[src/design/sdm_pkg.sv]
`timescale 1ns / 1ps
`default_nettype none
// ----------------------------------------------------------------------------
// sdm_pkg: shared types and constants for the stereo downmixer
// Sample and accumulator types, Q1.15 mix weights, 1/sqrt(n) gain table,
// channel count clamp and mix mode decode.
// ----------------------------------------------------------------------------
package sdm_pkg;

  localparam int CHANNELS = 8;
  localparam int SAMPLE_W = 24;   // Q1.23 input samples
  localparam int OUT_W    = 26;   // Q3.23 output samples
  localparam int COUNT_W  = 4;
  localparam int SUM_W    = 27;   // sum of eight samples
  localparam int ACC_W    = 42;   // Q.38 accumulator with headroom
  localparam int COEF_W   = 16;   // unsigned Q1.15 weights
  localparam int FRAC_SH  = 15;

  typedef logic signed [SAMPLE_W-1:0] sample_t;
  typedef logic signed [SUM_W-1:0]    sum_t;
  typedef logic signed [ACC_W-1:0]    acc_t;
  typedef logic signed [OUT_W-1:0]    out_t;
  typedef logic [COUNT_W-1:0]         count_t;
  typedef logic [COEF_W-1:0]          coef_t;

  // Q1.15 mix weights
  localparam coef_t COEF_ONE  = 16'd32768;
  localparam coef_t COEF_0707 = 16'd23167;
  localparam coef_t COEF_05   = 16'd16384;
  localparam coef_t COEF_03   = 16'd9830;

  // Rounding constant for the Q.38 accumulator, saturation bounds on the rounded Q.23 value
  localparam acc_t ROUND_HALF = acc_t'(16384);
  localparam acc_t OUT_MAX    = acc_t'(33554431);
  localparam acc_t OUT_MIN    = -acc_t'(33554432);

  typedef enum logic [3:0] {
    MODE_PASS,    // equal counts
    MODE_UP,      // mono to stereo
    MODE_DOWN,    // stereo to mono
    MODE_3_0,
    MODE_QUAD,
    MODE_5_0,
    MODE_5_1,
    MODE_7_1,
    MODE_SPREAD   // any other pair: gained sum into every output
  } mode_e;

  typedef struct packed {
    logic   valid;
    count_t count;   // clamped target count
    mode_e  mode;
  } ctrl_t;

  // Zero acts as one, anything above CHANNELS acts as CHANNELS
  function automatic count_t clamp_count(count_t v);
    count_t r;
    if (v == '0) begin
      r = count_t'(1);
    end else if (v > count_t'(CHANNELS)) begin
      r = count_t'(CHANNELS);
    end else begin
      r = v;
    end
    return r;
  endfunction

  // 1/sqrt(n) in Q1.15
  function automatic coef_t inv_sqrt(count_t n);
    coef_t g;
    case (n)
      4'd1:    g = 16'd32768;
      4'd2:    g = 16'd23170;
      4'd3:    g = 16'd18919;
      4'd4:    g = 16'd16384;
      4'd5:    g = 16'd14654;
      4'd6:    g = 16'd13378;
      4'd7:    g = 16'd12385;
      default: g = 16'd11585;
    endcase
    return g;
  endfunction

  // Signed value times unsigned Q1.15 weight, result in accumulator width
  function automatic acc_t mul_coef(sum_t x, coef_t c);
    acc_t xe;
    acc_t ce;
    xe = acc_t'(x);
    ce = $signed(ACC_W'(c));
    return xe * ce;
  endfunction

  // Mix mode from clamped input and target counts
  function automatic mode_e decode_mode(count_t n, count_t t);
    mode_e m;
    if (n == t) begin
      m = MODE_PASS;
    end else if (n == 4'd1 && t == 4'd2) begin
      m = MODE_UP;
    end else if (n == 4'd2 && t == 4'd1) begin
      m = MODE_DOWN;
    end else if (t == 4'd2 && n == 4'd3) begin
      m = MODE_3_0;
    end else if (t == 4'd2 && n == 4'd4) begin
      m = MODE_QUAD;
    end else if (t == 4'd2 && n == 4'd5) begin
      m = MODE_5_0;
    end else if (t == 4'd2 && n == 4'd6) begin
      m = MODE_5_1;
    end else if (t == 4'd2 && n == 4'd8) begin
      m = MODE_7_1;
    end else begin
      m = MODE_SPREAD;
    end
    return m;
  endfunction

endpackage
`default_nettype wire

[src/design/sdm_finish.sv]
`timescale 1ns / 1ps
`default_nettype none
// ----------------------------------------------------------------------------
// sdm_finish: result register stage
// Rounds each accumulator half up to Q3.23, saturates to 26 bits, zeroes
// channels beyond the target count and drives the result strobe.
// ----------------------------------------------------------------------------
module sdm_finish (
  input  wire logic              clk_i,
  input  wire logic              rst_ni,
  input  wire sdm_pkg::ctrl_t    ctrl_i,
  input  wire sdm_pkg::acc_t     acc_i [sdm_pkg::CHANNELS],
  output logic                   strobe_o,
  output sdm_pkg::count_t        count_o,
  output sdm_pkg::out_t          out_o [sdm_pkg::CHANNELS]
);

  sdm_pkg::acc_t   rnd [sdm_pkg::CHANNELS];
  sdm_pkg::acc_t   sat [sdm_pkg::CHANNELS];
  sdm_pkg::out_t   out_d [sdm_pkg::CHANNELS];
  logic            strobe_q;
  sdm_pkg::count_t count_q;
  sdm_pkg::out_t   out_q [sdm_pkg::CHANNELS];

  // Round half up (floor shift), saturate, mask unused channels
  always_comb begin
    for (int k = 0; k < sdm_pkg::CHANNELS; k++) begin
      rnd[k] = (acc_i[k] + sdm_pkg::ROUND_HALF) >>> sdm_pkg::FRAC_SH;
      if (rnd[k] > sdm_pkg::OUT_MAX) begin
        sat[k] = sdm_pkg::OUT_MAX;
      end else if (rnd[k] < sdm_pkg::OUT_MIN) begin
        sat[k] = sdm_pkg::OUT_MIN;
      end else begin
        sat[k] = rnd[k];
      end
      out_d[k] = (sdm_pkg::count_t'(k) < ctrl_i.count) ? sat[k][sdm_pkg::OUT_W-1:0] : '0;
    end
  end

  // Strobe
  always_ff @(posedge clk_i or negedge rst_ni) begin
    if (!rst_ni) begin
      strobe_q <= 1'b0;
    end else begin
      strobe_q <= ctrl_i.valid;
    end
  end

  // Result payload
  always_ff @(posedge clk_i) begin
    if (ctrl_i.valid) begin
      count_q <= ctrl_i.count;
      out_q   <= out_d;
    end
  end

  assign strobe_o = strobe_q;
  assign count_o  = count_q;
  assign out_o    = out_q;

endmodule
`default_nettype wire

[config.mk]
export PLATFORM = sky130hd
export DESIGN_NAME = sdm_finish
export DESIGN_NICKNAME = d
export VERILOG_FILES = /design/src/design/sdm_pkg.sv /design/src/design/sdm_finish.sv
export SDC_FILE = /design/constraint.sdc
export NUM_CORES = 1
export LEC_CHECK = 0
export BUFFER_PORTS_ARGS = -buffer_cell sky130_fd_sc_hd__clkbuf_2
export CORE_AREA = 5 5 215 217
export CTS_BUF_LIST = sky130_fd_sc_hd__clkbuf_8
export DETAILED_ROUTE_END_ITERATION = 7
export DIE_AREA = 0 0 220 222
export RECOVER_POWER = 50
export SKIP_LAST_GASP = 1
export SYNTH_ARGS = -nofsm -noshare
export SYNTH_HDL_FRONTEND = slang
export SYNTH_SLANG_ARGS = --single-unit
[constraint.sdc]
create_clock -name clk_i -period 0.8 [get_ports clk_i]
set_input_delay 0.08 -clock clk_i [delete_from_list [all_inputs] [get_ports clk_i]]
set_output_delay 0.08 -clock clk_i [all_outputs]
set_load 0.01 [all_outputs]
# After elaboration in Yosys (flattened, before gate mapping)
# Cells that the tools add are included.
[word_totals]
mem_bits_rw = 0
out_inout_bits = 213
reg_bits = 213
mem_count = 0
latchBits = 0
mem_bits_ro = 0
[classes]
eq_ne = 0
order_cmp = 24
n_reduce_logical = 8
multipliers = 0
bitwise_logic = 8
muxes = 16
add_sub_neg = 8
n_div = 0
n_shift = 0
[ops]
columns = ["operator", "n"]
rows = [
  ["adder 42 x 16 -> 42 bit, second input constant", 8],
  ["> comparator 27 x 26 -> 1 bit, second input constant", 8],
  ["< comparator 27 x 26 -> 1 bit, second input constant", 8],
  ["two-way mux 26 bit", 8],
  ["two-way mux 25 bit", 8],
  ["< comparator 3 x 4 -> 1 bit, first input constant", 4],
  ["OR reduction 2 bit", 8],
  ["< comparator 1 x 4 -> 1 bit, first input constant", 2],
  ["< comparator 2 x 4 -> 1 bit, first input constant", 2],
  ["inverter 1 bit", 8],
]

# Logic depth before layout (Yosys ltp)
[logic_depth]
ltp_word = 4
mapped_depth = 9

# Worst setup path after synthesis
# No wires, ideal clock.
[synth_timing]
path_kind = "input port to flip-flop"
start = "input acc_i[308] (netlist name)"
end = "register out_q (netlist bit out_o[197]) (data pin)"
setup_time_ps = 257
arrival_time_ps = 1619
setup_slack_ps = -1076
stages = 7
t_required_ps = 543
cell_sequence = "ha_1 nand4_1 nor3_4 nand4_1 o311ai_4 buf_4 o21ai_1"
[synth_between]
elab_chain_len = 4
[synth_lines]
columns = ["item", "line", "rtl"]
rows = [
  ["from (decl)", "sdm_finish.sv:12", "input wire sdm_pkg::acc_t acc_i [sdm_pkg::CHANNELS],"],
  ["adder 42 x 16 -> 42 bit (*)", "sdm_finish.sv:28", "rnd[k] = (acc_i[k] + sdm_pkg::ROUND_HALF) >>> sdm_pkg::FRAC_SH;"],
  ["< comparator 27 x 26 -> 1 bit", "sdm_finish.sv:31", "end else if (rnd[k] < sdm_pkg::OUT_MIN) begin"],
  ["two-way mux 26 bit", "sdm_finish.sv:31", ""],
  ["two-way mux 25 bit (*)", "sdm_finish.sv:29", "if (rnd[k] > sdm_pkg::OUT_MAX) begin"],
  ["to (signal assigned)", "sdm_finish.sv:53", "out_q <= out_d;"],
  ["to (decl)", "sdm_finish.sv:23", "sdm_pkg::out_t out_q [sdm_pkg::CHANNELS];"],
]
# Every way passes the cells marked *; elsewhere a longest branch is shown, timed or not.
# A chain may end at the register's enable or synchronous reset.

# Worst setup path after layout
[layout_timing]
start = "input acc_i[308] (netlist name)"
end = "register out_q (netlist bit out_o[203]) (data pin)"
# The elaborated chain is that of the path after synthesis.

==> run metrics <==
status=complete, but fails checks; failing checks=negative setup slack; Synth top area share=roughly half; post-synthesis sequential area ratio=around half; core box area=0.04393 mm²; Setup violations, final=slightly below 500; PwrDens=about 1400 mW/mm²; Slowest Stage Delay on Critical Path=between 0.4 and 0.5 ns; port bufs=~440; Die Ht=222 µm; drt pass-1 iters=5; DR WL/cell=between 15 and 20 µm; placed cell area=between 0.015 and 0.02 mm²; Clock transition at path regs=0.06 ns; initial antenna violation count=7; Area growth, synth to finish=94.79%; CTS tree=yes; CP Launch Type=primary input; Yosys warning total=0; fin area=about 0.025 mm²; library cells used by synthesis=around 70; Max Cap Violations=0; IR drop worst, VDD=about 1300 µV; largest area contributor in the netlist=edfxtp_1; DRC viols=0; largest cells by area after synthesis=edfxtp_1 50%, xor2_1 7.4%, xnor2_1 6.5%; Mapped Cells=approximately 1200; largest net degree at the start of global routing=41; pre-CTS WS=-1.104 ns; CP Capture Type=register; global-route wire length before repair=82470 µm; RSZ-0062 raised after global routing=true; Top Layer Used=met5; vias per inst=about 4.9; overflow left after global routing=0; row count=between 70 and 80; M1 WL=around 20000 µm; Detailed Route Iter0 Violations=roughly 800; CP dominant cell by count=nand4_1; max-slew violations=0; DP Wirelength=about 38000 µm; Worst Tran Pin Value=about 0.8 ns; multi-input logic area=0.007839 mm²; asr flop ratio synth=less than 1%; Mapped Area=~0.013 mm²; syn nets=between 1500 and 2000; syn avg cell area=around 10 µm²; Final period util=165.6%; Worst Path Arrival=between 1.5 and 2 ns; Pleak=between 0.01 and 0.015 µW; Final Critical Period=roughly 1.3 ns; Net count, final=between 2000 and 3000; layout cells sized above 1=between 50 and 60%; GR Util All Layers=about a fifth; kind of critical path=primary input to register; min-delay src=acc_i[246]; Post-synth EDFFs=212; total CTS buffers=around 40; Vias=between 10000 and 15000; final core utilization=56.43%; met3 routed WL=approximately 4300 µm; Reg area=around 0.0064 mm²; Clock Tree Buf Depth=3; CP max stage cell=o311ai_4; met2 wire len=approximately 28000 µm; Post-synth top flop=edfxtp_1; Detailed Route WL=between 50000 and 60000 µm; Highest Clock Rate=0.7549 GHz; CTS H-Tree Depth=2; DRT antenna net count=0; Initial Util=28.97%; Ports=560; die area=0.04884 mm²; synthesized flop and latch total=around 210; Hold Vio Cnt, Final=0; Final Wtd Congestion=0.9282; Req. time, crit path=1.15 ns; vias in the first global route=between 15000 and 20000; Die Wd=approximately 220 µm; worst-path cell chain=buf_8 -> ha_4 -> nand4_1 -> nor3_4 -> nand4_1 -> o311ai_4 -> buf_6 -> o21ai_1; setup total negative slack=-189.83 ns; Fill cells=3619; Min-Delay Endpoint=out_o[151]; hold path depth=5; root buf cell=clkbuf_8; clk sinks=between 200 and 250; slack of the critical path=-0.5247 ns; HP Class=primary input to register; Power, Total=between 30000 and 40000 µW; CP max FO=13; Rel. slew slack=46.57%
## what timing repair did
item | 4_1_cts | 5_1_grt
gates resized for setup | 244 | 319
pin swaps | 111 | 116
gates cloned | 25 | 5
buffers inserted | 47 | 33
endpoints found under the hold margin | 266 | 35
hold buffers | 172 | 2
setup endpoints to repair | 419 | 428
## report_power, final
part	switching [µW]	internal [µW]	total (µW)
clock network	5300	7180	12500
registers	436	13600	14100
logic	4650	4680	9330
total	10400	25500	35900
## through the flow
step / hold WS [ns] / instances
3_3_place_gp: -0.1455 / 2628
3_5_place_dp: -0.1435 / 2628
5_1_grt: 0.01252 / 2977
6_report: 0.03814 / 2978
2_1_floorplan: -0.2156 / 1223
4_1_cts: -0.2036 / 2946
## how the worst max path moves through the flow
stage          cells after the start       start         end
3_3_place_gp                       9  acc_i[309]  out_o[192]
6_report                           8  acc_i[308]  out_o[203]
3_5_place_dp                       9  acc_i[309]  out_o[194]
4_1_cts                            1   out_o[29]   out_o[29]
2_1_floorplan                      8  acc_i[309]  out_o[187]
5_1_grt                            9  acc_i[308]  out_o[184]
## cell families (layout without fill, tap and decap cells)
logic type      after synthesis  in the layout  synth area share, %
buf+inv                      77           1227                3.048
compound gates              247            247                11.31
other cells                   0              5                    0
flops                       213            213                50.22
mux                           3              3               0.2360
fa+ha+maj                     8              8               0.7866
xor+xnor                    203            203                14.03
simple gates                472            480                20.37
## layer usage
metal  vias up  track usage, %
li1       6833               -
met5         -               0
met2       598           36.35
met3       183           5.722
met1      7031           23.70
met4         4           12.10
## Yosys cell counts (all sizes together) (2+ instances only)
cell       n
edfxtp   212
o21ai    159
nand2    121
xor2     108
nand3     97
xnor2     95
nand4     64
nor2      64
a21oi     57
nor3      35
inv       32
and3      28
buf       28
clkbuf    17
and4      15
nor4      15
ha         8
or2        8
and2       7
or3        7
a31oi      4
nand2b     4
o211ai     4
mux2i      3
a211oi     2
a2bb2oi    2
a311o      2
a32oi      2
a41oi      2
nor3b      2
nor4b      2
o2111a     2
## sequential cells by signal, indices dropped and copies added (netlist names)
register  cells
strobe_o      1
count_o       4
out_o       208
## cell type report
type | count | share of cell area [%]
Inverter | 32 | 0.4846
Clock buffer | 45 | 2.498
Multi-Input combinational cell | 941 | 31.62
Sequential cell | 213 | 25.78
Antenna cell | 5 | 0.05047
Clock inverter | 30 | 1.201
Tap cell | 592 | 2.988
Timing Repair Buffer | 1120 | 35.37
## critical path: cells and delay by family
family	cells	cell delay [ns]
and+or+nand+nor	3	0.65
adders and majority gates	1	0.12
AOI/OAI and AO/OA	2	0.50
buffers and inverters	2	0.31
## placed cells by master (no fill, tap or decap), drive strengths merged, types with 3 or more instances in the layout
cell / netlist / final
buf: 28 / 579
clkbuf: 17 / 413
edfxtp: 212 / 212
dlygate4sd3: 0 / 172
o21ai: 159 / 159
nand2: 121 / 122
xor2: 108 / 108
nand3: 97 / 97
xnor2: 95 / 95
nand4: 64 / 64
nor2: 64 / 64
a21oi: 57 / 57
inv: 32 / 43
nor3: 35 / 35
and3: 28 / 28
and4: 15 / 15
nor4: 15 / 15
or2: 8 / 14
clkinv: 0 / 12
or3: 7 / 8
ha: 8 / 8
and2: 7 / 7
bufinv: 0 / 6
diode: 0 / 5
o211ai: 4 / 4
nand2b: 4 / 4
a31oi: 4 / 4
mux2i: 3 / 3
(Power assumes the default switching activity.)
