`src/design/sdm_pkg.sv`:
```
`timescale 1ns / 1ps
`default_nettype none
// ----------------------------------------------------------------------------
// sdm_pkg: shared types and constants for the stereo downmixer
// Sample and accumulator types, Q1.15 mix weights, 1/sqrt(n) gain table,
// channel count clamp and mix mode decode.
// ----------------------------------------------------------------------------
package sdm_pkg;

  localparam int CHANNELS = 8;
  localparam int SAMPLE_W = 24;   // Q1.23 input samples
  localparam int OUT_W    = 26;   // Q3.23 output samples
  localparam int COUNT_W  = 4;
  localparam int SUM_W    = 27;   // sum of eight samples
  localparam int ACC_W    = 42;   // Q.38 accumulator with headroom
  localparam int COEF_W   = 16;   // unsigned Q1.15 weights
  localparam int FRAC_SH  = 15;

  typedef logic signed [SAMPLE_W-1:0] sample_t;
  typedef logic signed [SUM_W-1:0]    sum_t;
  typedef logic signed [ACC_W-1:0]    acc_t;
  typedef logic signed [OUT_W-1:0]    out_t;
  typedef logic [COUNT_W-1:0]         count_t;
  typedef logic [COEF_W-1:0]          coef_t;

  // Q1.15 mix weights
  localparam coef_t COEF_ONE  = 16'd32768;
  localparam coef_t COEF_0707 = 16'd23167;
  localparam coef_t COEF_05   = 16'd16384;
  localparam coef_t COEF_03   = 16'd9830;

  // Rounding constant for the Q.38 accumulator, saturation bounds on the rounded Q.23 value
  localparam acc_t ROUND_HALF = acc_t'(16384);
  localparam acc_t OUT_MAX    = acc_t'(33554431);
  localparam acc_t OUT_MIN    = -acc_t'(33554432);

  typedef enum logic [3:0] {
    MODE_PASS,    // equal counts
    MODE_UP,      // mono to stereo
    MODE_DOWN,    // stereo to mono
    MODE_3_0,
    MODE_QUAD,
    MODE_5_0,
    MODE_5_1,
    MODE_7_1,
    MODE_SPREAD   // any other pair: gained sum into every output
  } mode_e;

  typedef struct packed {
    logic   valid;
    count_t count;   // clamped target count
    mode_e  mode;
  } ctrl_t;

  // Zero acts as one, anything above CHANNELS acts as CHANNELS
  function automatic count_t clamp_count(count_t v);
    count_t r;
    if (v == '0) begin
      r = count_t'(1);
    end else if (v > count_t'(CHANNELS)) begin
      r = count_t'(CHANNELS);
    end else begin
      r = v;
    end
    return r;
  endfunction

  // 1/sqrt(n) in Q1.15
  function automatic coef_t inv_sqrt(count_t n);
    coef_t g;
    case (n)
      4'd1:    g = 16'd32768;
      4'd2:    g = 16'd23170;
      4'd3:    g = 16'd18919;
      4'd4:    g = 16'd16384;
      4'd5:    g = 16'd14654;
      4'd6:    g = 16'd13378;
      4'd7:    g = 16'd12385;
      default: g = 16'd11585;
    endcase
    return g;
  endfunction

  // Signed value times unsigned Q1.15 weight, result in accumulator width
  function automatic acc_t mul_coef(sum_t x, coef_t c);
    acc_t xe;
    acc_t ce;
    xe = acc_t'(x);
    ce = $signed(ACC_W'(c));
    return xe * ce;
  endfunction

  // Mix mode from clamped input and target counts
  function automatic mode_e decode_mode(count_t n, count_t t);
    mode_e m;
    if (n == t) begin
      m = MODE_PASS;
    end else if (n == 4'd1 && t == 4'd2) begin
      m = MODE_UP;
    end else if (n == 4'd2 && t == 4'd1) begin
      m = MODE_DOWN;
    end else if (t == 4'd2 && n == 4'd3) begin
      m = MODE_3_0;
    end else if (t == 4'd2 && n == 4'd4) begin
      m = MODE_QUAD;
    end else if (t == 4'd2 && n == 4'd5) begin
      m = MODE_5_0;
    end else if (t == 4'd2 && n == 4'd6) begin
      m = MODE_5_1;
    end else if (t == 4'd2 && n == 4'd8) begin
      m = MODE_7_1;
    end else begin
      m = MODE_SPREAD;
    end
    return m;
  endfunction

endpackage
`default_nettype wire

```
`src/design/sdm_mix.sv`:
```
`timescale 1ns / 1ps
`default_nettype none
// ----------------------------------------------------------------------------
// sdm_mix: weighted sum stage
// Forms the Q.38 accumulator of every output channel for the mode in use and
// registers it.
// ----------------------------------------------------------------------------
module sdm_mix (
  input  wire logic              clk_i,
  input  wire logic              rst_ni,
  input  wire sdm_pkg::ctrl_t    ctrl_i,
  input  wire sdm_pkg::sample_t  smp_i [sdm_pkg::CHANNELS],
  input  wire sdm_pkg::sum_t     sum_i,
  input  wire sdm_pkg::coef_t    gain_i,
  output sdm_pkg::ctrl_t         ctrl_o,
  output sdm_pkg::acc_t          acc_o [sdm_pkg::CHANNELS]
);

  sdm_pkg::sum_t   s [sdm_pkg::CHANNELS];
  sdm_pkg::acc_t   one [sdm_pkg::CHANNELS];
  sdm_pkg::acc_t   w707 [sdm_pkg::CHANNELS];
  sdm_pkg::acc_t   w05 [sdm_pkg::CHANNELS];
  sdm_pkg::acc_t   w03;
  sdm_pkg::acc_t   spread;
  sdm_pkg::acc_t   acc_d [sdm_pkg::CHANNELS];
  logic            valid_q;
  sdm_pkg::count_t count_q;
  sdm_pkg::mode_e  mode_q;
  sdm_pkg::acc_t   acc_q [sdm_pkg::CHANNELS];

  // Weighted terms (constant weights, one gained sum)
  always_comb begin
    for (int k = 0; k < sdm_pkg::CHANNELS; k++) begin
      s[k]    = sdm_pkg::SUM_W'(smp_i[k]);
      one[k]  = sdm_pkg::mul_coef(s[k], sdm_pkg::COEF_ONE);
      w707[k] = sdm_pkg::mul_coef(s[k], sdm_pkg::COEF_0707);
      w05[k]  = sdm_pkg::mul_coef(s[k], sdm_pkg::COEF_05);
    end
    w03    = sdm_pkg::mul_coef(s[3], sdm_pkg::COEF_03);
    spread = sdm_pkg::mul_coef(sum_i, gain_i);
  end

  // Per-mode fold
  always_comb begin
    for (int k = 0; k < sdm_pkg::CHANNELS; k++) begin
      acc_d[k] = '0;
    end
    unique case (ctrl_i.mode)
      sdm_pkg::MODE_PASS: begin
        acc_d = one;
      end
      sdm_pkg::MODE_UP: begin
        acc_d[0] = one[0];
        acc_d[1] = one[0];
      end
      sdm_pkg::MODE_DOWN: begin
        acc_d[0] = w05[0] + w05[1];
      end
      sdm_pkg::MODE_3_0: begin
        acc_d[0] = one[0] + w707[2];
        acc_d[1] = one[1] + w707[2];
      end
      sdm_pkg::MODE_QUAD: begin
        acc_d[0] = one[0] + w707[2];
        acc_d[1] = one[1] + w707[3];
      end
      sdm_pkg::MODE_5_0: begin
        acc_d[0] = one[0] + w707[2] + w707[3];
        acc_d[1] = one[1] + w707[2] + w707[4];
      end
      sdm_pkg::MODE_5_1: begin
        acc_d[0] = one[0] + w707[2] + w707[4] + w03;
        acc_d[1] = one[1] + w707[2] + w707[5] + w03;
      end
      sdm_pkg::MODE_7_1: begin
        acc_d[0] = one[0] + w707[2] + w707[4] + w05[6] + w03;
        acc_d[1] = one[1] + w707[2] + w707[5] + w05[7] + w03;
      end
      default: begin
        for (int k = 0; k < sdm_pkg::CHANNELS; k++) begin
          acc_d[k] = spread;
        end
      end
    endcase
  end

  // Valid flag
  always_ff @(posedge clk_i or negedge rst_ni) begin
    if (!rst_ni) begin
      valid_q <= 1'b0;
    end else begin
      valid_q <= ctrl_i.valid;
    end
  end

  // Payload
  always_ff @(posedge clk_i) begin
    if (ctrl_i.valid) begin
      count_q <= ctrl_i.count;
      mode_q  <= ctrl_i.mode;
      acc_q   <= acc_d;
    end
  end

  assign ctrl_o = '{valid: valid_q, count: count_q, mode: mode_q};
  assign acc_o  = acc_q;

endmodule
`default_nettype wire

```
`config.mk`:
```
export PLATFORM = sky130hd
export DESIGN_NAME = sdm_mix
export DESIGN_NICKNAME = d
export VERILOG_FILES = /design/src/design/sdm_pkg.sv /design/src/design/sdm_mix.sv
export SDC_FILE = /design/constraint.sdc
export NUM_CORES = 2
export LEC_CHECK = 0
export BUFFER_PORTS_ARGS = -buffer_cell sky130_fd_sc_hd__buf_2
export CAP_MARGIN = 30
export CORE_MARGIN = 1
export CORE_UTILIZATION = 65
export CTS_CLUSTER_DIAMETER = 40
export DETAILED_ROUTE_END_ITERATION = 12
export PLACE_DENSITY = 0.85
export REMOVE_ABC_BUFFERS = 1
export SYNTH_ARGS = -nofsm -noshare
export SYNTH_HDL_FRONTEND = slang
export SYNTH_SLANG_ARGS = --single-unit
```
`constraint.sdc`:
```
create_clock -name clk_i -period 0.9 [get_ports clk_i]
set_clock_uncertainty 0.05 [all_clocks]
set_input_delay 0.045 -clock clk_i [delete_from_list [all_inputs] [get_ports clk_i]]
set_output_delay 0.045 -clock clk_i [all_outputs]
set_load 0.05 [all_outputs]
```
==> results.json, run 1 <==
{
  "syn_area_per_cell_sq_um": 9.182,
  "dpl.hpwl_mm": 341.0,
  "dominantRegCellSynth": "edfxtp_1",
  "dieWidth_um": 366.9,
  "netlist-cell-type-count": 99,
  "io_buffers": 590,
  "synthesis_warnings": 0,
  "synth-seq-area-share_pct": 9.363,
  "summed_instance_area_of_the_synthesized_netlist_sq_um": 86540,
  "cts_num_sinks": 270,
  "rows": 133,
  "error_message": "[ERROR GRT-0116] Global routing finished with congestion. Check the congestion regions in the DRC Viewer.",
  "routabilityCongestion": 1.143,
  "cts.root.buffer_cell": "clkbuf_16",
  "synth_async_sr_flop_share_pct": 0.3704,
  "outcome": "did not finish",
  "number_of_buffers_created_by_cts": 54,
  "top_level_ports": 591,
  "grt.overflow.total": 12270,
  "number_of_global_route_vias_before_repair": 142200,
  "grt_start_max_net_pins": 52,
  "instance_count_of_the_mapped_netlist": 9425,
  "grtUsageTotal_pct": 105.2,
  "yosys_register_bits": 270,
  "htree_levels": 2,
  "synth_enable_flop_cells": 269,
  "clockBufferDepth": 3,
  "dpl.cell_count": 14160,
  "initial_core_util_pct": 65.67,
  "global_route_wire_length_before_repair_mm": 1041,
  "dieHeight_um": 366.9,
  "haltStage": "global routing (5_1_grt)"
}
-- cell usage after synthesis (all sizes together), types with 62 or more instances --
library cell | instances | area (sq um)
inv | 1963 | 7368
fa | 1400 | 28030
ha | 1253 | 15680
nand2 | 895 | 3359
a21oi | 480 | 2406
xnor2 | 384 | 3363
o21ai | 309 | 1550
a21o | 279 | 2096
edfxtp | 269 | 8078
nor2 | 268 | 1006
xor2 | 209 | 1831
and2 | 204 | 1276
clkbuf | 165 | 620.6
nand2b | 91 | 569.3
nand3 | 91 | 455.4
buf | 89 | 619.3
o21a | 75 | 563.0
or2 | 75 | 469.2
nor2b | 72 | 450.4
o21bai | 64 | 480.5
and3 | 63 | 395.4
a211oi | 62 | 490.5
-- layer usage --
metal,GRT overflow,global-route usage [%]
met5,54,86.79
met4,2371,110.5
met3,751,93.02
met2,8481,128.1
met1,610,92.83
-- what timing repair did --
| item | 4_1_cts |
|---|---|
| hold endpoints to repair | 322 |
| setup buffers | 135 |
| hold buffers | 125 |
| gates resized for setup | 684 |
| setup endpoints to repair | 604 |
| pin swaps | 323 |
| cloned | 0 |
-- cell families after synthesis --
| kind of cell | share of synthesized area, % |
|---|---|
| multiplexers | 0.1561 |
| adder cells (fa/ha/maj) | 50.50 |
| AO/OA/AOI/OAI | 13.50 |
| flip-flops | 9.363 |
| buffers and inverters | 9.947 |
| XOR/XNOR | 6.029 |
| AND/OR/NAND/NOR | 10.50 |
-- per-stage QoR --
| step | TNS, ps | hold slack, ps | worst slack, ps | cell area (sq um) | util [%] |
|---|---|---|---|---|---|
| global placement | -1689280 | -229.1 | -13060 | 111000 | 84.18 |
| detailed placement | -1818540 | -229.9 | -14350 | 111000 | 84.18 |
| CTS | -1934120 | -75.93 | -12240 | 118300 | 89.72 |
| floorplan | -2728830 | -300.6 | -13220 | 85300 | - |
==> run 2, diff against run 1 <==
- CORE_UTILIZATION: 65 -> 40
- CTS_CLUSTER_DIAMETER: 40 -> default
- PLACE_DENSITY: 0.85 -> default
- PLACE_DENSITY_LB_ADDON: default -> 0.15
==> run 2 against run 1 <==
The flow now finishes, with violations (negative hold slack, negative setup slack). Synthesized cell count did not move. Area after synthesis did not move.
==> results.json, run 2 <==
{
  "syn_area_per_cell_sq_um": 9.182,
  "clk_transition_reported_paths_ps": 60,
  "outcome": "finished with violations",
  "rows": 170,
  "routabilityCongestion": 0.9816,
  "io_buffers": 590,
  "cts_tree": "built",
  "finalMaxSlewViolations": 0,
  "die-area_sq_um": 218200,
  "number_of_global_route_vias_before_repair": 83630,
  "yosys-top-cells-count": "inv_1, fa_1, ha_1",
  "dpl.hpwl_mm": 317.2,
  "layout_commonest_cell": "buf_4",
  "final_layout_size_suffix_gt1_share_pct": 34.12,
  "cts.root.buffer_cell": "clkbuf_16",
  "routed_wire_length_per_instance_um": 22.83,
  "cp_data_required_time_ps": 1290,
  "htree_levels": 2,
  "synthesis_warnings": 0,
  "timing.hold.worst.class": "primary input to flop",
  "global_route_wire_length_before_repair_mm": 530.6,
  "cp_arrival_ps": 12880,
  "min_to": "acc_o[286]",
  "report.final.hold_viol_count": 3,
  "rsz0062_at_grt": "yes",
  "clock.fmax_ghz": 0.08006,
  "worstSetupPathType": "primary input to flop",
  "number_of_buffers_created_by_cts": 39,
  "transition_time_at_the_pin_with_the_least_slew_margin_ps": 1027,
  "synth_async_sr_flop_share_pct": 0.3704,
  "netlist-cell-type-count": 99,
  "post-route-worst-setup-slack_ps": -11590,
  "yosys_register_bits": 270,
  "dominantRegCellSynth": "edfxtp_1",
  "summed_instance_area_of_the_synthesized_netlist_sq_um": 86540,
  "via_count": 80670,
  "share_of_the_cycle_needed_by_the_critical_path_after_routing_pct": 1388,
  "cts_num_sinks": 270,
  "grt_start_max_net_pins": 66,
  "dieHeight_um": 467.1,
  "critical_path.max_fanout": 4,
  "grtUsageTotal_pct": 33.03,
  "timing.hold.ws_ps": -40.75,
  "nNetsFinal": 15800,
  "synth_enable_flop_cells": 269,
  "max_stage_delay_ps": 540,
  "synth.area.top_cells": "fa_1, ha_1, edfxtp_1, inv_1, xnor2_1",
  "failed_checks": "negative hold slack, negative setup slack",
  "firstDrtPassIters": 6,
  "area_growth_pct": 42.18,
  "antenna_found_initial": 49,
  "drt_first_iter_violations": 5346,
  "slew_headroom_pct": 30.94,
  "grt.overflow.total": 0,
  "yosysTopAreaCellShare_pct": 32.38,
  "totalWireLength_mm": 360.6,
  "setup.worst_path.end_class": "flop",
  "timing.max_cap.violations": 0,
  "hold_path.startpoint": "smp_i[187]",
  "report.final.setup_viol": 875,
  "instance_count_of_the_mapped_netlist": 9425,
  "core_region_area_sq_um": 214800,
  "clockBufferDepth": 3,
  "drcViolationCount": 0,
  "ant_nets": 0,
  "setup-tns-final_ps": -1833050,
  "synth-seq-area-share_pct": 9.363,
  "viasPerCell": 5.109,
  "largest_register_ff_count": 261,
  "top_level_ports": 591,
  "yosysMostFrequentCell": "inv_1",
  "initial_core_util_pct": 40.28,
  "crit_path_start_kind": "primary input",
  "period_needed_ps": 12490,
  "layout_common_cells": "buf_4, inv_1, fa_1",
  "critical-path-slowest-cell": "fa_1",
  "timing.hold.worst_path_depth": 6,
  "synth.largest_area_cell": "fa_1",
  "post_cts_hold_buffer_count": 139,
  "dieWidth_um": 467.1
}
run 2: per-stage QoR:
step	worst slack [ps]	instances	cell area, sq um	util [%]	hold WS [ps]
after floorplan	-13220	9171	85300	-	-300.6
after global placement	-13390	15400	114000	53.07	-230.5
after detailed placement	-13510	15400	114000	53.07	-228.4
after CTS	-11550	15720	121300	56.45	-100.6
after global routing	-12100	15780	123000	57.27	-48.95
final	-11590	15790	123100	57.28	-40.75
run 2: cell families (layout without fill, tap and decap cells):
group	Yosys count	in the layout	synth area share [%]
and+or+nand+nor	1934	1934	10.50
DFF	270	270	9.363
buffers and inverters	2217	5724	9.947
muxes	13	13	0.1561
adders and majority gates	2653	2653	50.50
other	0	20	0
xor gates and xnor gates	594	594	6.029
AOI/OAI and AO/OA	1744	1744	13.50
run 2: timing repair:
| item | in CTS | in global routing |
|---|---|---|
| gates resized for setup | 748 | 273 |
| endpoints found under the hold margin | 372 | 2 |
| setup buffers | 127 | 56 |
| pin swaps | 406 | 221 |
| setup endpoints to repair | 605 | 875 |
run 2: final cells by class:
cell class | count | area, sq um
inverters | 1963 | 7402
repair buffers | 3690 | 28170
diodes | 20 | 50.05
multi-input cells | 6938 | 74520
clock buffers | 40 | 979.7
fillers | 19580 | 91780
clock inverters | 31 | 280.3
well taps | 2838 | 3551
flip-flops and latches | 270 | 8103
run 2: how the worst max path moves through the flow:
stage	from	endpoint	slack, ps	cells after the start
CTS	smp_i[133]	acc_o[290]	-11550	60
finish	smp_i[129]	acc_o[293]	-11590	63
floorplan	ctrl_i[0]	acc_o[281]	-13220	5
detailed placement	smp_i[133]	acc_o[291]	-13510	60
global placement	smp_i[129]	acc_o[291]	-13390	60
global route	smp_i[134]	acc_o[290]	-12100	60
run 2: metal layers:
layer,track usage (%),vias up,routed length [um]
li1,-,37650,-
met2,53.77,2332,167200
met3,4.018,462,20130
met4,14.05,14,17940
met1,44.19,40210,155200
met5,0,-,90
run 2: critical path, delay by kind of cell:
kind                     cells  cell delay (ps)
AO/OA/AOI/OAI               25             3990
adder cells (fa/ha/maj)     15             6280
AND/OR/NAND/NOR              8             1150
XOR/XNOR                     5              650
buffers and inverters       10              700
Power of run 2 is left out: the tool's default activity adds up to more than one toggle a clock period on the data nets, which glitch-free logic cannot reach.
