## src/design/sdm_pkg.sv

```systemverilog
`timescale 1ns / 1ps
`default_nettype none
// ----------------------------------------------------------------------------
// sdm_pkg: shared types and constants for the stereo downmixer
// Sample and accumulator types, Q1.15 mix weights, 1/sqrt(n) gain table,
// channel count clamp and mix mode decode.
// ----------------------------------------------------------------------------
package sdm_pkg;

  localparam int CHANNELS = 8;
  localparam int SAMPLE_W = 24;   // Q1.23 input samples
  localparam int OUT_W    = 26;   // Q3.23 output samples
  localparam int COUNT_W  = 4;
  localparam int SUM_W    = 27;   // sum of eight samples
  localparam int ACC_W    = 42;   // Q.38 accumulator with headroom
  localparam int COEF_W   = 16;   // unsigned Q1.15 weights
  localparam int FRAC_SH  = 15;

  typedef logic signed [SAMPLE_W-1:0] sample_t;
  typedef logic signed [SUM_W-1:0]    sum_t;
  typedef logic signed [ACC_W-1:0]    acc_t;
  typedef logic signed [OUT_W-1:0]    out_t;
  typedef logic [COUNT_W-1:0]         count_t;
  typedef logic [COEF_W-1:0]          coef_t;

  // Q1.15 mix weights
  localparam coef_t COEF_ONE  = 16'd32768;
  localparam coef_t COEF_0707 = 16'd23167;
  localparam coef_t COEF_05   = 16'd16384;
  localparam coef_t COEF_03   = 16'd9830;

  // Rounding constant for the Q.38 accumulator, saturation bounds on the rounded Q.23 value
  localparam acc_t ROUND_HALF = acc_t'(16384);
  localparam acc_t OUT_MAX    = acc_t'(33554431);
  localparam acc_t OUT_MIN    = -acc_t'(33554432);

  typedef enum logic [3:0] {
    MODE_PASS,    // equal counts
    MODE_UP,      // mono to stereo
    MODE_DOWN,    // stereo to mono
    MODE_3_0,
    MODE_QUAD,
    MODE_5_0,
    MODE_5_1,
    MODE_7_1,
    MODE_SPREAD   // any other pair: gained sum into every output
  } mode_e;

  typedef struct packed {
    logic   valid;
    count_t count;   // clamped target count
    mode_e  mode;
  } ctrl_t;

  // Zero acts as one, anything above CHANNELS acts as CHANNELS
  function automatic count_t clamp_count(count_t v);
    count_t r;
    if (v == '0) begin
      r = count_t'(1);
    end else if (v > count_t'(CHANNELS)) begin
      r = count_t'(CHANNELS);
    end else begin
      r = v;
    end
    return r;
  endfunction

  // 1/sqrt(n) in Q1.15
  function automatic coef_t inv_sqrt(count_t n);
    coef_t g;
    case (n)
      4'd1:    g = 16'd32768;
      4'd2:    g = 16'd23170;
      4'd3:    g = 16'd18919;
      4'd4:    g = 16'd16384;
      4'd5:    g = 16'd14654;
      4'd6:    g = 16'd13378;
      4'd7:    g = 16'd12385;
      default: g = 16'd11585;
    endcase
    return g;
  endfunction

  // Signed value times unsigned Q1.15 weight, result in accumulator width
  function automatic acc_t mul_coef(sum_t x, coef_t c);
    acc_t xe;
    acc_t ce;
    xe = acc_t'(x);
    ce = $signed(ACC_W'(c));
    return xe * ce;
  endfunction

  // Mix mode from clamped input and target counts
  function automatic mode_e decode_mode(count_t n, count_t t);
    mode_e m;
    if (n == t) begin
      m = MODE_PASS;
    end else if (n == 4'd1 && t == 4'd2) begin
      m = MODE_UP;
    end else if (n == 4'd2 && t == 4'd1) begin
      m = MODE_DOWN;
    end else if (t == 4'd2 && n == 4'd3) begin
      m = MODE_3_0;
    end else if (t == 4'd2 && n == 4'd4) begin
      m = MODE_QUAD;
    end else if (t == 4'd2 && n == 4'd5) begin
      m = MODE_5_0;
    end else if (t == 4'd2 && n == 4'd6) begin
      m = MODE_5_1;
    end else if (t == 4'd2 && n == 4'd8) begin
      m = MODE_7_1;
    end else begin
      m = MODE_SPREAD;
    end
    return m;
  endfunction

endpackage
`default_nettype wire

```

## src/design/sdm_input.sv

```systemverilog
`timescale 1ns / 1ps
`default_nettype none
// ----------------------------------------------------------------------------
// sdm_input: input register stage
// Clamps counts, picks the mix mode, masks unused samples and registers the
// frame together with the plain sample sum and its 1/sqrt(n) gain.
// ----------------------------------------------------------------------------
module sdm_input (
  input  wire logic              clk_i,
  input  wire logic              rst_ni,
  input  wire logic              accept_i,
  input  wire sdm_pkg::count_t   num_in_i,
  input  wire sdm_pkg::count_t   target_i,
  input  wire sdm_pkg::sample_t  smp_i [sdm_pkg::CHANNELS],
  output sdm_pkg::ctrl_t         ctrl_o,
  output sdm_pkg::sample_t       smp_o [sdm_pkg::CHANNELS],
  output sdm_pkg::sum_t          sum_o,
  output sdm_pkg::coef_t         gain_o
);

  sdm_pkg::count_t  n_cnt;
  sdm_pkg::count_t  t_cnt;
  sdm_pkg::sample_t smp_d [sdm_pkg::CHANNELS];
  sdm_pkg::sum_t    sum_d;
  sdm_pkg::ctrl_t   ctrl_d;
  logic             valid_q;
  sdm_pkg::count_t  count_q;
  sdm_pkg::mode_e   mode_q;
  sdm_pkg::sample_t smp_q [sdm_pkg::CHANNELS];
  sdm_pkg::sum_t    sum_q;
  sdm_pkg::coef_t   gain_q;

  // Count clamp, mode decode, sample mask and sum
  always_comb begin
    n_cnt = sdm_pkg::clamp_count(num_in_i);
    t_cnt = sdm_pkg::clamp_count(target_i);
    sum_d = '0;
    for (int k = 0; k < sdm_pkg::CHANNELS; k++) begin
      smp_d[k] = (sdm_pkg::count_t'(k) < n_cnt) ? smp_i[k] : '0;
      sum_d    = sum_d + sdm_pkg::SUM_W'(smp_d[k]);
    end
    ctrl_d.valid = accept_i;
    ctrl_d.count = t_cnt;
    ctrl_d.mode  = sdm_pkg::decode_mode(n_cnt, t_cnt);
  end

  // Valid flag
  always_ff @(posedge clk_i or negedge rst_ni) begin
    if (!rst_ni) begin
      valid_q <= 1'b0;
    end else begin
      valid_q <= ctrl_d.valid;
    end
  end

  // Payload, loaded on accept
  always_ff @(posedge clk_i) begin
    if (accept_i) begin
      count_q <= ctrl_d.count;
      mode_q  <= ctrl_d.mode;
      smp_q   <= smp_d;
      sum_q   <= sum_d;
      gain_q  <= sdm_pkg::inv_sqrt(n_cnt);
    end
  end

  assign ctrl_o = '{valid: valid_q, count: count_q, mode: mode_q};
  assign smp_o  = smp_q;
  assign sum_o  = sum_q;
  assign gain_o = gain_q;

endmodule
`default_nettype wire

```

## config.mk

```make
export PLATFORM = sky130hd
export DESIGN_NAME = sdm_input
export DESIGN_NICKNAME = d
export VERILOG_FILES = /design/src/design/sdm_pkg.sv /design/src/design/sdm_input.sv
export SDC_FILE = /design/constraint.sdc
export NUM_CORES = 1
export LEC_CHECK = 0
export BUFFER_PORTS_ARGS = -buffer_cell sky130_fd_sc_hd__buf_4
export CORE_AREA = 2 2 176 178
export DETAILED_ROUTE_END_ITERATION = 6
export DIE_AREA = 0 0 178 180
export GPL_TIMING_DRIVEN = 1
export PLACE_DENSITY = 0.73
export SLEW_MARGIN = 20
export SYNTH_ARGS = -nofsm -noshare
export SYNTH_HDL_FRONTEND = slang
export SYNTH_SLANG_ARGS = --single-unit
```

## constraint.sdc

```tcl
create_clock -name clk_i -period 0.8 [get_ports clk_i]
set_input_delay 0.04 -clock clk_i [delete_from_list [all_inputs] [get_ports clk_i]]
set_output_delay 0.04 -clock clk_i [all_outputs]
set_load 0.005 [all_outputs]
```

==> After elaboration in Yosys (flattened, before gate mapping) <==
Cells that the tools add are included.
{ "totals": {"reg_bits": 244, "out_inout_bits": 244} }
{ "op_classes": {"addsub": 7, "order_cmp": 10, "n_eq_ne": 11, "mux": 20, "n_reduce_logical": 12} }
{ "op_table": {"columns": ["op", "count"], "rows": [
  ["$mux W24", 8],
  ["$pmux W16 S7", 1],
  ["$add A27 B24 Y27", 4],
  ["$add A26 B24 Y27", 1],
  ["$add A25 B24 Y26", 1],
  ["$add A24 B24 Y25", 1],
  ["$mux W4", 5],
  ["$eq A4 B3 Y1 const B", 4],
  ["$lt A3 B4 Y1 const A", 4],
  ["$eq A4 B2 Y1 const B", 3],
  ["$mux W3", 3],
  ["$eq A4 B1 Y1 const B", 2],
  ["$gt A4 B4 Y1 const B", 2],
  ["$logic_not A4 Y1", 2],
  ["$lt A1 B4 Y1 const A", 2],
  ["$lt A2 B4 Y1 const A", 2],
  ["$logic_and A1 B1 Y1", 7],
  ["$reduce_or A7 Y1", 1],
  ["$eq A4 B4 Y1", 1],
  ["$eq A4 B4 Y1 const B", 1],
  ["$mux W2", 2],
  ["$reduce_or A4 Y1", 1],
  ["$reduce_or A2 Y1", 1],
  ["$mux W1", 1]
]} }

==> Longest topological paths before layout <==
Gate-level depths: netlist of run 1.
{ "logic_depth": {"depth_word": 12, "mapped_depth": 23, "depth_no_buf": 20} }

==> Least setup slack after synthesis of run 1 <==
OpenSTA, ideal clock, no wires.
{ "synth_path": {"path_type": "input port to flip-flop", "from": "in num_in_i[3]", "to": "reg sum_q[12], in the netlist sum_o[12] (data pin)", "arrival_ns": 4.903, "required_ns": 0.665, "path_slack_ns": -4.238, "cell_stages": 21, "n_path_buf": 3, "cell_sequence": "clkbuf_1 -> inv_1 -> clkbuf_1 -> nand2_1 -> clkbuf_1 -> and2_1 -> fa_1 -> fa_1 -> fa_1 -> inv_1 -> fa_1 -> inv_1 -> ha_1 -> fa_1 -> a21o_1 -> nand4_1 -> a21boi_1 -> o21ai_1 -> a21boi_1 -> or4b_1 -> nand3_1"} }
{ "synth_lines": {"columns": ["item", "line", "source"], "rows": [
  ["from (decl)", "sdm_input.sv:12", "input wire sdm_pkg::count_t num_in_i,"],
  ["to (signal assigned)", "sdm_input.sv:62", "sum_q <= sum_d;"],
  ["to (decl)", "sdm_input.sv:30", "sdm_pkg::sum_t sum_q;"]
]} }

==> results.md, run 1 <==
- Vias/cell: 4.977
- Hold Crit Class: in -> reg
- Largest net degree at the start of global routing: 58
- Synthesized area per cell: 13.16 um^2
- Final setup margin: -3.459 ns
- Drt pass-1 iters: 5
- Post-synthesis adder-cell area fraction: 0.2391
- DRC Markers: 0
- Nets: 2,065
- Worst Setup End Kind: register
- Root buf cell: clkbuf_16
- Chip Width: 178 um
- P_int: 0.05118 W
- Period Utilization, post-route: 5.324
- Largest buffer count on any clock path: 3
- Synth unique cells: 50
- Critical-path cell list: buf_12 -> buf_8 -> inv_4 -> nand2_4 -> buf_6 -> and2_4 -> fa_1 -> fa_1 -> fa_1 -> inv_2 -> fa_1 -> inv_2 -> ha_4 -> fa_2 -> a21o_1 -> nand4_1 -> a21boi_2 -> o21ai_2 -> a21boi_2 -> or4b_1 -> nand3_1
- Unrepaired setup endpoints after global routing: yes
- Async S/R FF share, synth: 0.004115
- Status: finished, violations left
- Synth Area in Compound Gates: 0.04012
- Worst Path Required: 1.20 ns
- Post-synth EDFFs: 242
- Post-layout util: 0.7236
- Hold_ws: -0.2034 ns
- Vias in the first global route: 11,280
- Register bit total from synthesis: 243
- Antenna violations before repair: 4
- Proportion of layout cells with a drive suffix above 1: 0.5158
- Antenna-violating nets left: 0
- I/O Buffers: 446
- Die footprint: 32,040 um^2
- Final WL: 44,080 um
- Max VDD drop: 2657 uV
- All-layer global routing usage: 0.2696
- Maximum clock rate: 234.8 MHz
- Global-route wire length before repair: 64,390 um
- CTS Buf Count: 27
- Grt ovf: 0
- Combinational power share: 0.622
- # clock sinks: 243
- Post-Syn Nets: 1,420
- WL per Instance: 20.93 um
- Post-Synth Simple-Gate Area: 0.1082
- Placed cells: 1,989
- Worst Path Arrival: 4.66 ns
- Synth Flop Type: edfxtp_1
- Core area: 30,190 um^2
- Leak: 9.935 nW
- Mapped Cells: 1,043
- Starting Density: 0.4546
- Post-synthesis mux area share: 0.0007294
- Seq pwr share: 0.224
- Hold Vio Cnt, Final: 151
- Sw Share: 0.3734
- Slew of the pin with the lowest slew margin: 0.3402 ns
- CP dominant cell by count: fa_1
- Ports: 447
- Final setup fails: 348
- Slew Viols, Final: 0
- Slowest CP cell: fa_1
- Die height: 180 um
- Largest family of logic cells by synthesized area: adder cells
- Slowest cell delay on critical path: 0.51 ns
- Total power: 0.08168 W
- Max-Cap Viols: 0
- Clock-pin slew on the worst setup and hold paths: 0.06 ns
- Sequential area share after synthesis: 0.5314
- Xor/xnor cell area share of the yosys netlist: 0.01596
- Syn Std Cell Area: 13,720 um^2
- TritonCTS clock tree: yes
- Rows: 64
- Sw power: 0.03050 W
- Initial DRC Count: 651
- Via count: 10,480
- Violated checks: hold timing, setup timing
- Worst setup SP type: input port
- Clk pwr share: 0.154
- Crit-path max FO: 6
- Depth of the CTS H-tree: 1
- CP Class: in -> reg
- Slew margin rel.: 0.7724
- Crit path time final: 4.259 ns
- Dpl hpwl: 32,740 um
- Yosys Warn Count: 0
- Routability Congestion: 0.8897
- Non-filler cells, final: 2,106
- Synthesis-to-layout area growth: 59.18%
- PwrDens: 3739 nW/um^2
[Yosys cell counts, types with 6 or more instances]
master	count	area [um^2]
xor2_1	11	96.34
nor2_1	34	127.6
xnor2_1	14	122.6
inv_1	182	683.2
o21ai_0	12	60.06
a21o_1	14	105.1
nor2b_1	46	287.8
clkbuf_1	49	183.9
nand3_1	9	45.04
and2_1	91	569.3
edfxtp_1	242	7267
fa_1	147	2943
nor3_1	6	30.03
nand2_1	76	285.3
a21oi_1	24	120.1
ha_1	27	337.8
[stage by stage]
stage | setup slack (ns) | setup TNS [ns] | cell area, um^2
3_5_place_dp | -4.251 | -186.57 | 19250
2_1_floorplan | -3.836 | -117.29 | 14460
6_report | -3.459 | -170.60 | 21840
5_1_grt | -3.568 | -182.79 | 21840
3_3_place_gp | -4.169 | -180.73 | 19250
4_1_cts | -3.438 | -174.47 | 21180
[layout by cell type (no fill, tap or decap), drive strengths merged, types with 2 or more instances in the layout]
master,n
a211oi,2
ha,27
and3,3
a21o,14
clkinv,10
buf,627
o22ai,4
inv,183
nand3,9
a31oi,4
and4,2
nor2b,46
or3,3
nand2,76
xor2,11
nand4,2
clkbuf,35
a21oi,25
bufinv,3
nor3,6
edfxtp,242
nor2,36
a21boi,5
nand2b,5
xnor2,14
o21ai,16
nor4,2
diode,2
dlygate4sd3,38
o21a,4
fa,147
and2,91
[flip-flops by register name (all words and copies together), names as in the netlist]
name,flops
sum_o,27
gain_o,15
count_q,4
mode_q,4
smp_o,192
valid_q,1
[power by group through the flow]
stage               Clock [W]  Sequential, W  Combinational (W)
global placement            0         0.0183             0.0417
CTS                    0.0127         0.0182             0.0469
global route           0.0132         0.0185             0.0556
floorplan                   0         0.0184             0.0255
finish                 0.0126         0.0183             0.0508
detailed placement          0         0.0183             0.0423
[per-layer routing]
layer | wire, um | up-vias | GRT usage
li1 | - | 4659 | -
met1 | 15990 | 5232 | 0.3222
met2 | 23100 | 475 | 0.4769
met3 | 3302 | 112 | 0.05647
met4 | 1661 | 4 | 0.09902
met5 | 23 | - | 0
[worst max-delay path, delay by kind of cell]
kind | cells | cell delay, ns
fa+ha+maj | 6 | 2.53
compound gates | 4 | 0.56
buf+inv | 6 | 0.52
simple gates | 5 | 0.98
[worst paths after layout]
| check | from | endpoint | cells past startpoint |
|---|---|---|---|
| max in group asynchronous | rst_ni | valid_q | 3 |
| min in group asynchronous | rst_ni | valid_q | 3 |
| max | num_in_i[3] | sum_o[12] | 21 |
| min | smp_i[66] | smp_o[66] | 3 |
[what timing repair did]
item / in CTS / in global routing
hold endpoints to repair: 198 / 161
pin swaps: 67 / 49
endpoints found under the setup margin: 310 / 355
resized for setup: 135 / 133
buffers inserted: 19 / 12
gates cloned: 1 / 1
hold buffers: 33 / 7
[layout make-up]
class	count	area, um^2
clock buffers	34	721.9
inverters	182	685.7
diodes	2	5.005
repair buffers	667	5978
multi-input cells	567	6502
flip-flops and latches	243	7292
fillers	1963	8344
clock inverters	15	163.9
well taps	396	495.5
[kinds of logic (layout without fill, tap and decap cells)]
logic type	count (synthesis)	count (layout)
adder cells (fa/ha/maj)	174	174
AND/OR/NAND/NOR	282	283
buffers and inverters	234	898
XOR/XNOR	25	25
multiplexers	1	1
other	0	2
AO/OA/AOI/OAI	84	84
flip-flops	243	243
(Power assumes the default switching activity.)
==> inputs of run 2 (changes only) <==
- CORE_AREA: 2 2 176 178 -> 2 2 174 176
- DIE_AREA: 0 0 178 180 -> 0 0 176 178
- PLACE_DENSITY: 0.73 -> unset
- PLACE_DENSITY_LB_ADDON: unset -> 0.1
==> run 2 against run 1 <==
Largest power group unchanged. Power up 1.7%. Final area down 0.38%. Via count down 2.7%. The flow still finishes with violations (hold timing, setup timing). Die area down 2.2%.
==> results.md, run 2 (synthesized netlist as in run 1, its figures left out) <==
- Status: finished, violations left
- Violated checks: hold timing, setup timing
- Placed cells: 1,978 (-0.55%)
- Worst setup SP type: input port
- Final WL: 43,050 um (-2.3%)
- Multi-input logic area: 6406 um^2 (-1.5%)
- WL per Instance: 20.48 um (-2.1%)
- Synthesis-to-layout area growth: 58.57%
- Hold Crit Class: in -> reg
- Max-Cap Viols: 0 (unchanged)
- PwrDens: 3818 nW/um^2 (+2.1%)
- Initial DRC Count: 665 (+2.2%)
- Proportion of layout cells with a drive suffix above 1: 0.5085 (-0.007333)
- Die footprint: 31,330 um^2 (-2.2%)
- Unrepaired setup endpoints after global routing: yes
- Via count: 10,200 (-2.7%)
- Largest buffer count on any clock path: 3 (unchanged)
- Slew margin rel.: 0.6542 (-0.1183)
- Slowest cell delay on critical path: 0.57 ns (+0.06 ns)
- Filler cells: 2,003 (+2.0%)
- Root buf cell: clkbuf_16
- Slew Viols, Final: 0 (unchanged)
- P_int: 0.05250 W (+2.6%)
- CP Class: in -> reg
- Global-route wire length before repair: 62,580 um (-2.8%)
- Grt ovf: 0 (unchanged)
- Core area: 29,400 um^2 (-2.6%)
- Period Utilization, post-route: 5.401 (+0.07718)
- Drt pass-1 iters: 5 (unchanged)
- Max reg flops: 192 (unchanged)
- Clock-pin slew on the worst setup and hold paths: 0.07 ns (about the same)
- CTS Buf Count: 27 (unchanged)
- Largest net degree at the start of global routing: 54 (-6.9%)
- Hold_ws: -0.2161 ns (-0.01270 ns)
- Crit path time final: 4.321 ns (+0.06174 ns)
- Hold Vio Cnt, Final: 152 (+0.66%)
- Final setup margin: -3.521 ns (-0.06174 ns)
- Chip Width: 176 um (-1.1%)
- Antenna violations before repair: 1 (-3)
- Design area: 21,760 um^2 (-0.38%)
- Routability Congestion: 0.8928 (+0.35%)
- DRC Markers: 0 (unchanged)
- Vias/cell: 4.850 (-2.6%)
- Slowest CP cell: fa_1
- Clk pwr share: 0.157 (+0.003)
- Ports: 447 (unchanged)
- Sw Share: 0.3680 (-0.005419)
- All-layer global routing usage: 0.2703 (+0.0007440)
- Crit-path max FO: 4 (-2)
- Seq pwr share: 0.221 (-0.003)
- Maximum clock rate: 231.4 MHz (-1.4%)
- Antenna-violating nets left: 0 (unchanged)
- Non-filler cells, final: 2,102 (-0.19%)
- Die height: 178 um (-1.1%)
- Sw power: 0.03057 W (+0.23%)
- Commonest non-fill, non-tap cell in the layout: buf_4
- Critical-path cell list: buf_8 -> a21oi_4 -> nand2_4 -> buf_6 -> and2_4 -> fa_1 -> fa_1 -> fa_1 -> inv_2 -> fa_1 -> inv_2 -> ha_4 -> fa_2 -> a21o_1 -> nand4_1 -> a21boi_2 -> o21ai_1 -> a21boi_1 -> or4b_1 -> nand3_1
- CP dominant cell by count: fa_1
- Worst Path Required: 1.20 ns (about the same)
- Most frequent cells in the layout: buf_4, edfxtp_1, inv_1
- Rows: 63 (-1.6%)
- Dpl hpwl: 32,810 um (+0.22%)
- Reg area: 7292 um^2 (unchanged)
- Worst Path Arrival: 4.72 ns (+0.06 ns)
- Setup TNS: -175.11 ns (-4.508 ns)
- # clock sinks: 243 (unchanged)
- Leak: 9.941 nW (about the same)
- Combinational power share: 0.622 (about the same)
- Vias in the first global route: 10,750 (-4.7%)
- Starting Density: 0.4667 (+0.01217)
- Final setup fails: 352 (+1.1%)
- Nets: 2,069 (+0.19%)
- Total power: 0.08307 W (+1.7%)
- Dpl cell area: 19,140 um^2 (-0.56%)
- Max VDD drop: 3767 uV (+42%)
- Depth of the CTS H-tree: 1 (unchanged)
- TritonCTS clock tree: yes
- I/O Buffers: 446 (unchanged)
- Worst Setup End Kind: register
- Slew of the pin with the lowest slew margin: 0.5177 ns (+0.1775 ns)
==> run 2: worst max-delay path, delay by kind of cell <==
kind | cells | cell delay (ns)
buffers and inverters | 4 | 0.36
AND/OR/NAND/NOR | 5 | 0.97
adder cells (fa/ha/maj) | 6 | 2.61
AO/OA/AOI/OAI | 5 | 0.73
==> run 2: final cells by class <==
class,count,area share
flip-flops and latches,243,0.3351
inverters,182,0.03151
multi-input cells,566,0.2944
clock inverters,19,0.01041
diodes,1,0.0001150
repair buffers,672,0.2747
clock buffers,29,0.03139
well taps,390,0.02242
==> run 2: worst paths after layout <==
kind	from	to	slack, ns	cells after the start
worst max-delay path	num_in_i[0]	sum_o[12]	-3.52	20
worst min-delay path	smp_i[154]	smp_o[154]	-0.22	3
max in group asynchronous	rst_ni	valid_q	0.30	3
min in group asynchronous	rst_ni	valid_q	0.38	3
==> run 2: power groups by stage <==
stage	sequential (W)	combinational (W)	clock, W
3_3_place_gp	0.0184	0.0428	0
2_1_floorplan	0.0184	0.0255	0
3_5_place_dp	0.0184	0.0433	0
4_1_cts	0.0183	0.0466	0.0132
5_1_grt	0.0185	0.0566	0.0136
6_report	0.0184	0.0517	0.0130
==> run 2: timing repair <==
| action | in CTS | in global routing |
|---|---|---|
| setup endpoints to repair | 301 | 376 |
| pin swaps | 43 | 79 |
| resized for setup | 94 | 164 |
| hold buffers | 30 | 13 |
| buffers inserted | 16 | 23 |
| endpoints found under the hold margin | 214 | 173 |
| cloned | 0 | 1 |
==> run 2: per-layer routing <==
| metal | up-vias | share of wire | GRT usage |
|---|---|---|---|
| li1 | 4665 | - | - |
| met1 | 5066 | 0.38 | 0.3365 |
| met2 | 394 | 0.53 | 0.4916 |
| met3 | 70 | 0.065 | 0.04646 |
| met4 | 0 | 0.027 | 0.06818 |
| met5 | - | 0 | 0 |
==> run 2: stage by stage <==
| step | worst slack [ns] | utilization | hold slack (ns) |
|---|---|---|---|
| global route | -3.658 | 0.7400 | -0.2309 |
| global placement | -4.145 | 0.6509 | -0.1826 |
| detailed placement | -4.201 | 0.6509 | -0.1828 |
| floorplan | -3.836 | - | -0.2556 |
| CTS | -3.509 | 0.7091 | -0.2367 |
| finish | -3.521 | 0.7401 | -0.2161 |
